### config.mk
export PLATFORM = sky130hd
export DESIGN_NAME = identity_header_guard_unit
export DESIGN_NICKNAME = d
export VERILOG_FILES = /design/src/hdl/ihg_pkg.sv /design/src/hdl/identity_header_guard_unit.sv
export SDC_FILE = /design/constraint.sdc
export NUM_CORES = 1
export LEC_CHECK = 0
export ABC_AREA = 1
export BUFFER_PORTS_ARGS = -buffer_cell sky130_fd_sc_hd__clkbuf_2
export CAP_MARGIN = 25
export CORE_MARGIN = 3
export CORE_UTILIZATION = 33
export DETAILED_ROUTE_END_ITERATION = 16
export GPL_TIMING_DRIVEN = 1
export SYNTH_ARGS = -nofsm -noshare
export SYNTH_HDL_FRONTEND = slang
export SYNTH_SLANG_ARGS = --single-unit
export TNS_END_PERCENT = 1
### constraint.sdc
create_clock -name clk_i -period 7.35 [get_ports clk_i]
set_clock_uncertainty 0.2 [all_clocks]
set_input_delay 1.47 -clock clk_i [delete_from_list [all_inputs] [get_ports clk_i]]
set_output_delay 1.47 -clock clk_i [all_outputs]
set_load 0.005 [all_outputs]
### src/hdl/ihg_pkg.sv
// ----------------------------------------------------------------------------
// ihg_pkg
// shared types, name table and helpers for the identity header guard
// ----------------------------------------------------------------------------
package ihg_pkg;

  localparam int NumNames = 6;
  localparam int PosW     = 5;
  localparam int NameIdxW = 3;

  // scan phase of the current request
  typedef enum logic [2:0] {
    PH_LINE_START = 3'd0,
    PH_CR_SEEN    = 3'd1,
    PH_NAME       = 3'd2,
    PH_BLANKS     = 3'd3,
    PH_SKIP       = 3'd4,
    PH_DONE       = 3'd5
  } ihg_phase_e;

  typedef logic [NumNames-1:0] ihg_alive_t;

  localparam ihg_alive_t AllAlive   = '1;
  // caller-subject name, exempt by configuration
  localparam ihg_alive_t ExemptMask = ihg_alive_t'(1) << (NumNames - 1);

  // common eight byte prefix of all names, first char in the top byte
  localparam logic [63:0] NamePrefix = 64'h782d_6169_6d65_652d;
  localparam int PrefixLen = 8;

  // name tails, right justified: last char in the lowest byte
  localparam logic [127:0] NameSuffix [NumNames] = '{
    128'("principal"),
    128'("actor"),
    128'("source"),
    128'("session-key"),
    128'("user"),
    128'("caller-subject")
  };

  localparam logic [PosW-1:0] NameLen [NumNames] = '{
    5'd17, 5'd13, 5'd14, 5'd19, 5'd12, 5'd22
  };

  // char of name k at position pos, meaningful only for pos below its length
  function automatic logic [7:0] name_byte(input logic [NameIdxW-1:0] k,
                                           input logic [PosW-1:0] pos);
    logic [PosW-1:0] rel;
    logic [3:0]      idx;
    logic [127:0]    tail;
    logic [2:0]      pidx;
    begin
      tail = NameSuffix[k];
      rel  = NameLen[k] - 5'd1 - pos;
      idx  = rel[3:0];
      pidx = 3'd7 - pos[2:0];
      if (pos < 5'(PrefixLen)) begin
        name_byte = NamePrefix[{pidx, 3'b000} +: 8];
      end else begin
        name_byte = tail[{idx, 3'b000} +: 8];
      end
    end
  endfunction

  // ascii upper to lower case, other bytes unchanged
  function automatic logic [7:0] fold_case(input logic [7:0] c);
    begin
      if (c >= 8'h41 && c <= 8'h5a) begin
        fold_case = c + 8'd32;
      end else begin
        fold_case = c;
      end
    end
  endfunction

endpackage

### src/hdl/identity_header_guard_unit.sv
// ----------------------------------------------------------------------------
// identity_header_guard_unit
// byte-serial scanner flagging identity header names in a request header block
// ----------------------------------------------------------------------------
//
//  channel   | direction | payload                           | request ends
//  ----------+-----------+-----------------------------------+--------------
//  s_axis    | in        | tdata[7:0] request byte           | tlast = last
//  m_axis    | out       | tdata[0] found flag, rest zero    | one per request
//  cfg       | in        | cfg_data_i exempt caller-subject  | -
//
//  one request byte per cycle while not stalled; each byte updates the scan
//  state in the cycle it is accepted, all six name compares run side by side
//  a request's result is registered, valid in the cycle after its last byte
//  s_axis stalls only while a result sits in the output register and
//  m_axis_tready is low
//  reset clears the scan state and the exempt bit, no clearing pass
//
module identity_header_guard_unit (
  input  logic       clk_i,
  input  logic       rst_ni,
  // request byte stream
  input  logic       s_axis_tvalid,
  output logic       s_axis_tready,
  input  logic [7:0] s_axis_tdata,   // [7:0] request_byte
  input  logic       s_axis_tlast,   // end_of_request
  // result stream
  output logic       m_axis_tvalid,
  input  logic       m_axis_tready,
  output logic [7:0] m_axis_tdata,   // [0] identity_header_found, [7:1] zero
  // configuration write
  input  logic       cfg_valid_i,
  output logic       cfg_ready_o,
  input  logic       cfg_data_i      // allow_caller_subject
);

  localparam logic [7:0] CharNul   = 8'h00;
  localparam logic [7:0] CharTab   = 8'h09;
  localparam logic [7:0] CharLf    = 8'h0a;
  localparam logic [7:0] CharCr    = 8'h0d;
  localparam logic [7:0] CharSpace = 8'h20;
  localparam logic [7:0] CharColon = 8'h3a;

  // scan state
  ihg_pkg::ihg_phase_e            phase_q, phase_d;
  logic [ihg_pkg::PosW-1:0]       pos_q, pos_d;
  ihg_pkg::ihg_alive_t            alive_q, alive_d;
  logic                           found_q, found_d;
  logic                           allow_q;

  // result register
  logic                           out_valid_q, out_valid_d;
  logic                           out_found_q, out_found_d;

  logic                           in_fire;
  logic [7:0]                     in_byte;
  logic [7:0]                     low_byte;
  ihg_pkg::ihg_alive_t            alive_eff;
  ihg_pkg::ihg_alive_t            alive_init;

  // name compare inputs and outputs
  logic [ihg_pkg::PosW-1:0]       cmp_pos;
  ihg_pkg::ihg_alive_t            cmp_alive;
  ihg_pkg::ihg_alive_t            cmp_hit;
  logic                           cmp_complete;
  ihg_pkg::ihg_phase_e            cmp_phase;

  assign in_byte       = s_axis_tdata;
  assign low_byte      = ihg_pkg::fold_case(in_byte);
  // output register frees up when the downstream takes the result
  assign s_axis_tready = !out_valid_q || m_axis_tready;
  assign in_fire       = s_axis_tvalid && s_axis_tready;
  assign cfg_ready_o   = 1'b1;

  assign alive_eff  = allow_q ? (alive_q & ~ihg_pkg::ExemptMask) : alive_q;
  assign alive_init = allow_q ? (ihg_pkg::AllAlive & ~ihg_pkg::ExemptMask)
                              : ihg_pkg::AllAlive;

  // a fresh line restarts the compare at position zero
  assign cmp_pos   = (phase_q == ihg_pkg::PH_LINE_START) ? '0 : pos_q;
  assign cmp_alive = (phase_q == ihg_pkg::PH_LINE_START) ? alive_init : alive_eff;

  // six parallel compares of this byte against the name table
  always_comb begin
    cmp_hit      = '0;
    cmp_complete = 1'b0;
    for (int k = 0; k < ihg_pkg::NumNames; k++) begin
      if (cmp_alive[k] && (cmp_pos < ihg_pkg::NameLen[k]) &&
          (ihg_pkg::name_byte(ihg_pkg::NameIdxW'(k), cmp_pos) == low_byte)) begin
        cmp_hit[k] = 1'b1;
        if ((cmp_pos + 5'd1) == ihg_pkg::NameLen[k]) begin
          cmp_complete = 1'b1;
        end
      end
    end
    priority if (cmp_complete) begin
      cmp_phase = ihg_pkg::PH_BLANKS;
    end else if (cmp_hit == '0) begin
      cmp_phase = (in_byte == CharLf) ? ihg_pkg::PH_LINE_START : ihg_pkg::PH_SKIP;
    end else begin
      cmp_phase = ihg_pkg::PH_NAME;
    end
  end

  // per-byte scan step
  always_comb begin
    phase_d = phase_q;
    pos_d   = pos_q;
    alive_d = alive_q;
    found_d = found_q;
    if (in_fire) begin
      // the exempt mask sticks to the candidate set once applied
      alive_d = alive_eff;
      if (in_byte == CharNul && phase_q != ihg_pkg::PH_DONE) begin
        phase_d = ihg_pkg::PH_DONE;
      end else begin
        unique case (phase_q)
          ihg_pkg::PH_LINE_START: begin
            if (in_byte == CharLf) begin
              phase_d = ihg_pkg::PH_DONE;   // blank line ends the headers
            end else if (in_byte == CharCr) begin
              phase_d = ihg_pkg::PH_CR_SEEN;
            end else begin
              phase_d = cmp_phase;
              pos_d   = cmp_pos + 5'd1;
              alive_d = cmp_hit;
            end
          end
          ihg_pkg::PH_CR_SEEN: begin
            phase_d = (in_byte == CharLf) ? ihg_pkg::PH_DONE : ihg_pkg::PH_SKIP;
          end
          ihg_pkg::PH_NAME: begin
            phase_d = cmp_phase;
            pos_d   = cmp_pos + 5'd1;
            alive_d = cmp_hit;
          end
          ihg_pkg::PH_BLANKS: begin
            priority if (alive_eff == '0) begin
              phase_d = (in_byte == CharLf) ? ihg_pkg::PH_LINE_START
                                            : ihg_pkg::PH_SKIP;
            end else if (in_byte == CharColon) begin
              found_d = 1'b1;
              phase_d = ihg_pkg::PH_DONE;
            end else if (in_byte == CharSpace || in_byte == CharTab) begin
              phase_d = ihg_pkg::PH_BLANKS;
            end else if (in_byte == CharLf) begin
              phase_d = ihg_pkg::PH_LINE_START;
            end else begin
              phase_d = ihg_pkg::PH_SKIP;
            end
          end
          ihg_pkg::PH_SKIP: begin
            if (in_byte == CharLf) begin
              phase_d = ihg_pkg::PH_LINE_START;
            end
          end
          default: begin
            phase_d = ihg_pkg::PH_DONE;     // done, or a meaningless code
          end
        endcase
      end
    end
  end

  // result register: load on the last byte, drain on the downstream handshake
  always_comb begin
    out_valid_d = out_valid_q;
    out_found_d = out_found_q;
    if (out_valid_q && m_axis_tready) begin
      out_valid_d = 1'b0;
    end
    if (in_fire && s_axis_tlast) begin
      out_valid_d = 1'b1;
      out_found_d = found_d;
    end
  end

  always_ff @(posedge clk_i or negedge rst_ni) begin
    if (!rst_ni) begin
      phase_q     <= ihg_pkg::PH_LINE_START;
      pos_q       <= '0;
      alive_q     <= ihg_pkg::AllAlive;
      found_q     <= 1'b0;
      allow_q     <= 1'b0;
      out_valid_q <= 1'b0;
    end else begin
      if (in_fire && s_axis_tlast) begin
        // next request starts from a clean scan
        phase_q <= ihg_pkg::PH_LINE_START;
        pos_q   <= '0;
        alive_q <= ihg_pkg::AllAlive;
        found_q <= 1'b0;
      end else begin
        phase_q <= phase_d;
        pos_q   <= pos_d;
        alive_q <= alive_d;
        found_q <= found_d;
      end
      if (cfg_valid_i && cfg_ready_o) begin
        allow_q <= cfg_data_i;
      end
      out_valid_q <= out_valid_d;
    end
  end

  always_ff @(posedge clk_i) begin
    out_found_q <= out_found_d;
  end

  assign m_axis_tvalid = out_valid_q;
  assign m_axis_tdata  = {7'd0, out_found_q};

`ifndef NO_ASSERTIONS
  // a match always stops the scan
  a_found_done: assert property (@(posedge clk_i) disable iff (!rst_ni)
    found_q |-> (phase_q == ihg_pkg::PH_DONE))
    else $error("found flag set outside done phase");

  // input only backs up behind a held result
  a_stall_cause: assert property (@(posedge clk_i) disable iff (!rst_ni)
    !s_axis_tready |-> out_valid_q)
    else $error("input stalled with empty result register");

  // the last byte of a request clears the scan and yields a result
  a_request_end: assert property (@(posedge clk_i) disable iff (!rst_ni)
    (in_fire && s_axis_tlast) |=> (phase_q == ihg_pkg::PH_LINE_START &&
                                   pos_q == '0 && !found_q && out_valid_q))
    else $error("scan not cleared after end of request");

  // mid-name there is a live candidate and some progress
  a_name_alive: assert property (@(posedge clk_i) disable iff (!rst_ni)
    (phase_q == ihg_pkg::PH_NAME) |-> (alive_q != '0 && pos_q != '0))
    else $error("name phase without live candidate");
`endif

endmodule

==> metrics.yaml <==
worst_path_most_repeated_cell: "sky130_fd_sc_hd__nand2_1"
cts_h_tree_lvls: 1
finalWirelength_um: 13200
period_needed_ns: 4.36
place.port_buffers: 17
post_cts_hold_buffer_count: 0
antenna_diode_instance_count: 0
aggregate_negative_setup_slack_ns: 0
holdCritPathClass: "register to register"
layout-area-overhead-vs-synth_pct: 4.11
num-fill-cells: 1136
place.detailed.hpwl_um: 10700
drive_above_1_share: 0.0861
final_cell_area_um2: 3580
clock_tree.root_cell: "sky130_fd_sc_hd__clkbuf_8"
die_width_um: 108
track_usage: 0.227
synth_cells: 638
grt-ovfl-total: 0
initialDrtViolationCount: 449
postRouteAntennaNets: 0
die_y_um: 108
critical_path.cell_chain: "nor2_2 > nand2_4 > nand2_1 > inv_1 > ha_1 > ha_1 > inv_1 > o21ai_0 > nand2_1 > nand2_1 > nand2_1 > nand2_1 > nand3_1 > nor2_1 > nand2_1 > nor2_1 > and2_1 > nor2_1 > nand4_1 > nand2_1 > nand2_1 > nand2_1"
critical_path.slowest_cell: "sky130_fd_sc_hd__nand2_1"
initial_antenna_violation_count: 0
nets: 674
max_cap_viol_count: 0
design.die.area_um2: 11700
regToRegSetupSlack_ns: 2.99
hold_path_depth: 2
synthesis.area_um2: 3440
dpl.cell_count: 768
worst_skew_pair_latency_ns: 0.25
postSynthAreaPerCell_um2: 5.39
synth.yosys.warnings: 0
yosys.cell_types.count: 38
total_power_mw: 0.862
reg2reg_path_depth: 22
drc: 0
final_cell_count_no_fill: 772
core_area_um2: 9950
critical_path_peak_fanout: 22
grt_pass1_wl_um: 20500
status: "completed"
worst_setup_path_start_kind: "register"
via_count_of_the_routed_design: 4141
final_min_period_over_clock_period: 0.594
worst_path_largest_cell_delay_ns: 0.54
routabilityCongestion: 0.979
drt_first_pass_iters: 5
vias_per_cell: 5.36
floorplan.initialDensity: 0.346
dpl_worst_slack_ns: 3.13
rows: 36
first_global_vias: 3670
clkSlewWorstSetupHoldPaths_ns: 0.07
final_setup_violation_count: 0
setup_repair_after_global_routing_missed_its_margin: "no"
hold_violation_count_in_the_final_report: 0
cts_inserted_buffers: 3
final_max_slew_viol_count: 0
total_leakage_power_nw: 1.91
arrival_ns: 4.31
cts.sinks: 18
transition_time_at_the_pin_with_the_least_slew_margin_ns: 0.701
clockBufferDepth: 2
synth.ff_latch_count: 18
endpoint_required_time_on_the_critical_path_ns: 7.30
ctsResizeCount: 0
netlist.top_cell.by_area: "sky130_fd_sc_hd__nand2_1"
cts_tree: "done"
worstSetupPathType: "register to register"
slew_headroom: 0.531
largest_net_degree_at_the_start_of_global_routing: 27
yosys.area.top_type_share: 0.245
placed_cell_areas_um2: 3540
yosysSeqAreaShare: 0.135
end_kind: "register"
layout_setup_ws_ns: 2.99
synth_top_cells_by_area: "sky130_fd_sc_hd__nand2_1, sky130_fd_sc_hd__nand3_1, sky130_fd_sc_hd__dfrtp_1"
clock.fmax_mhz: 229
num_io_pins: 26
drt-wirelength-per-cell_um: 17.0
powerDensity_nw_per_um2: 241
vdd_ir_drop_max_mv: 0.181
post_cts.repair.setup_buffers: 0
==> where the power goes <==
part	internal (mW)	switching [mW]	total [mW]
sequential	0.127	0.0256	0.152
combinational	0.180	0.460	0.640
clock	0.0385	0.0321	0.0706
total	0.345	0.517	0.862
==> sequential cells by signal, summed over array words and instances, names as in the netlist <==
signal         cells
out_found_q        1
pos_q              5
found_q            1
m_axis_tvalid      1
phase_q            3
alive_q            6
allow_q            1
==> area by class of cell <==
cell class              count  area (um^2)  area share
repair buffers             17         85.1      0.0238
multi-input cells         526         2540       0.710
flip-flops and latches     18          463       0.129
clock buffers               4         45.0      0.0126
well taps                 133          166      0.0465
inverters                  74          278      0.0775
==> layer usage <==
layer  share of wire  GRT usage  vias up  routed length, um
met5               0          0        -                  0
met4           0.034     0.0794        0                451
met3           0.074     0.0173       30                973
met2            0.44      0.365      186               5780
met1            0.45      0.318     1878               5950
li1                -          -     2047                  -
==> synth_stat cells <==
library cell	n
sky130_fd_sc_hd__inv_2	8
sky130_fd_sc_hd__nor3_1	13
sky130_fd_sc_hd__inv_1	65
sky130_fd_sc_hd__or2_0	1
sky130_fd_sc_hd__nand2_2	7
sky130_fd_sc_hd__o211ai_1	4
sky130_fd_sc_hd__nand2_4	1
sky130_fd_sc_hd__buf_2	4
sky130_fd_sc_hd__nor2_2	4
sky130_fd_sc_hd__buf_6	3
sky130_fd_sc_hd__buf_4	14
sky130_fd_sc_hd__ha_1	19
sky130_fd_sc_hd__o32ai_1	1
sky130_fd_sc_hd__xor2_1	4
sky130_fd_sc_hd__o21ai_4	1
sky130_fd_sc_hd__clkbuf_1	5
sky130_fd_sc_hd__nand3_2	4
sky130_fd_sc_hd__nand2_1	225
sky130_fd_sc_hd__dfrtp_1	11
sky130_fd_sc_hd__or2_2	1
sky130_fd_sc_hd__nor2_1	67
sky130_fd_sc_hd__nand3_1	82
sky130_fd_sc_hd__dfstp_2	6
sky130_fd_sc_hd__and2_1	2
sky130_fd_sc_hd__clkinv_1	1
sky130_fd_sc_hd__nand3b_1	2
sky130_fd_sc_hd__nand4_1	16
sky130_fd_sc_hd__and3_1	1
sky130_fd_sc_hd__nor2_4	2
sky130_fd_sc_hd__a21oi_1	22
sky130_fd_sc_hd__conb_1	2
sky130_fd_sc_hd__o21ai_0	28
sky130_fd_sc_hd__nor4_1	2
sky130_fd_sc_hd__xnor2_1	1
sky130_fd_sc_hd__o41ai_2	1
sky130_fd_sc_hd__edfxtp_1	1
sky130_fd_sc_hd__nor4b_1	1
sky130_fd_sc_hd__o21ai_1	6
==> cells in the final DEF, fill, tap and decap left out, types with 2 or more instances in the layout <==
master / instances
sky130_fd_sc_hd__nand3_2: 4
sky130_fd_sc_hd__nand3b_1: 2
sky130_fd_sc_hd__xor2_1: 4
sky130_fd_sc_hd__clkbuf_2: 17
sky130_fd_sc_hd__nand2_2: 7
sky130_fd_sc_hd__nor4_1: 2
sky130_fd_sc_hd__nand3_1: 82
sky130_fd_sc_hd__clkbuf_8: 3
sky130_fd_sc_hd__dfrtp_1: 11
sky130_fd_sc_hd__dfstp_2: 6
sky130_fd_sc_hd__o211ai_1: 4
sky130_fd_sc_hd__conb_1: 8
sky130_fd_sc_hd__o21ai_0: 28
sky130_fd_sc_hd__and2_1: 2
sky130_fd_sc_hd__ha_1: 19
sky130_fd_sc_hd__o21ai_1: 6
sky130_fd_sc_hd__nor2_1: 67
sky130_fd_sc_hd__a21oi_1: 22
sky130_fd_sc_hd__inv_2: 8
sky130_fd_sc_hd__nor2_4: 2
sky130_fd_sc_hd__nand2_1: 225
sky130_fd_sc_hd__nor3_1: 13
sky130_fd_sc_hd__nand4_1: 16
sky130_fd_sc_hd__nor2_2: 4
sky130_fd_sc_hd__inv_1: 65
==> critical path, delay by kind of cell, from the launching register on <==
kind	cells	cell delay, ns
and+or+nand+nor	17	2.19
DFF	1	0.44
buffers and inverters	2	0.38
AOI/OAI and AO/OA	1	0.17
adders and majority gates	2	0.86
==> worst paths after layout <==
kind,to,start
worst min register to register,alive_q[5]$_DFFE_PN1P_,alive_q[5]$_DFFE_PN1P_
min in group asynchronous,found_q$_DFF_PN0_,rst_ni
worst max-delay path,phase_q[2]$_DFFE_PN0P_,phase_q[1]$_DFFE_PN0P_
worst max register to register,phase_q[2]$_DFFE_PN0P_,phase_q[1]$_DFFE_PN0P_
worst min-delay path,alive_q[5]$_DFFE_PN1P_,alive_q[5]$_DFFE_PN1P_
max in group asynchronous,alive_q[3]$_DFFE_PN1P_,rst_ni
==> cells by family after synthesis <==
logic type      Yosys count  synth area share
compound gates           63             0.102
buf+inv                 100             0.132
simple gates            431             0.547
fa+ha+maj                19            0.0691
flops                    18             0.135
other cells               2           0.00218
xor+xnor                  5            0.0127
==> per-stage QoR <==
stage | utilization | hold WS [ns]
6_report | 0.360 | 0.290
5_1_grt | 0.360 | 0.320
4_1_cts | 0.360 | 0.293
3_5_place_dp | 0.355 | 0.284
3_3_place_gp | 0.355 | 0.279
2_1_floorplan | - | 0.260
(Power assumes the default switching activity.)
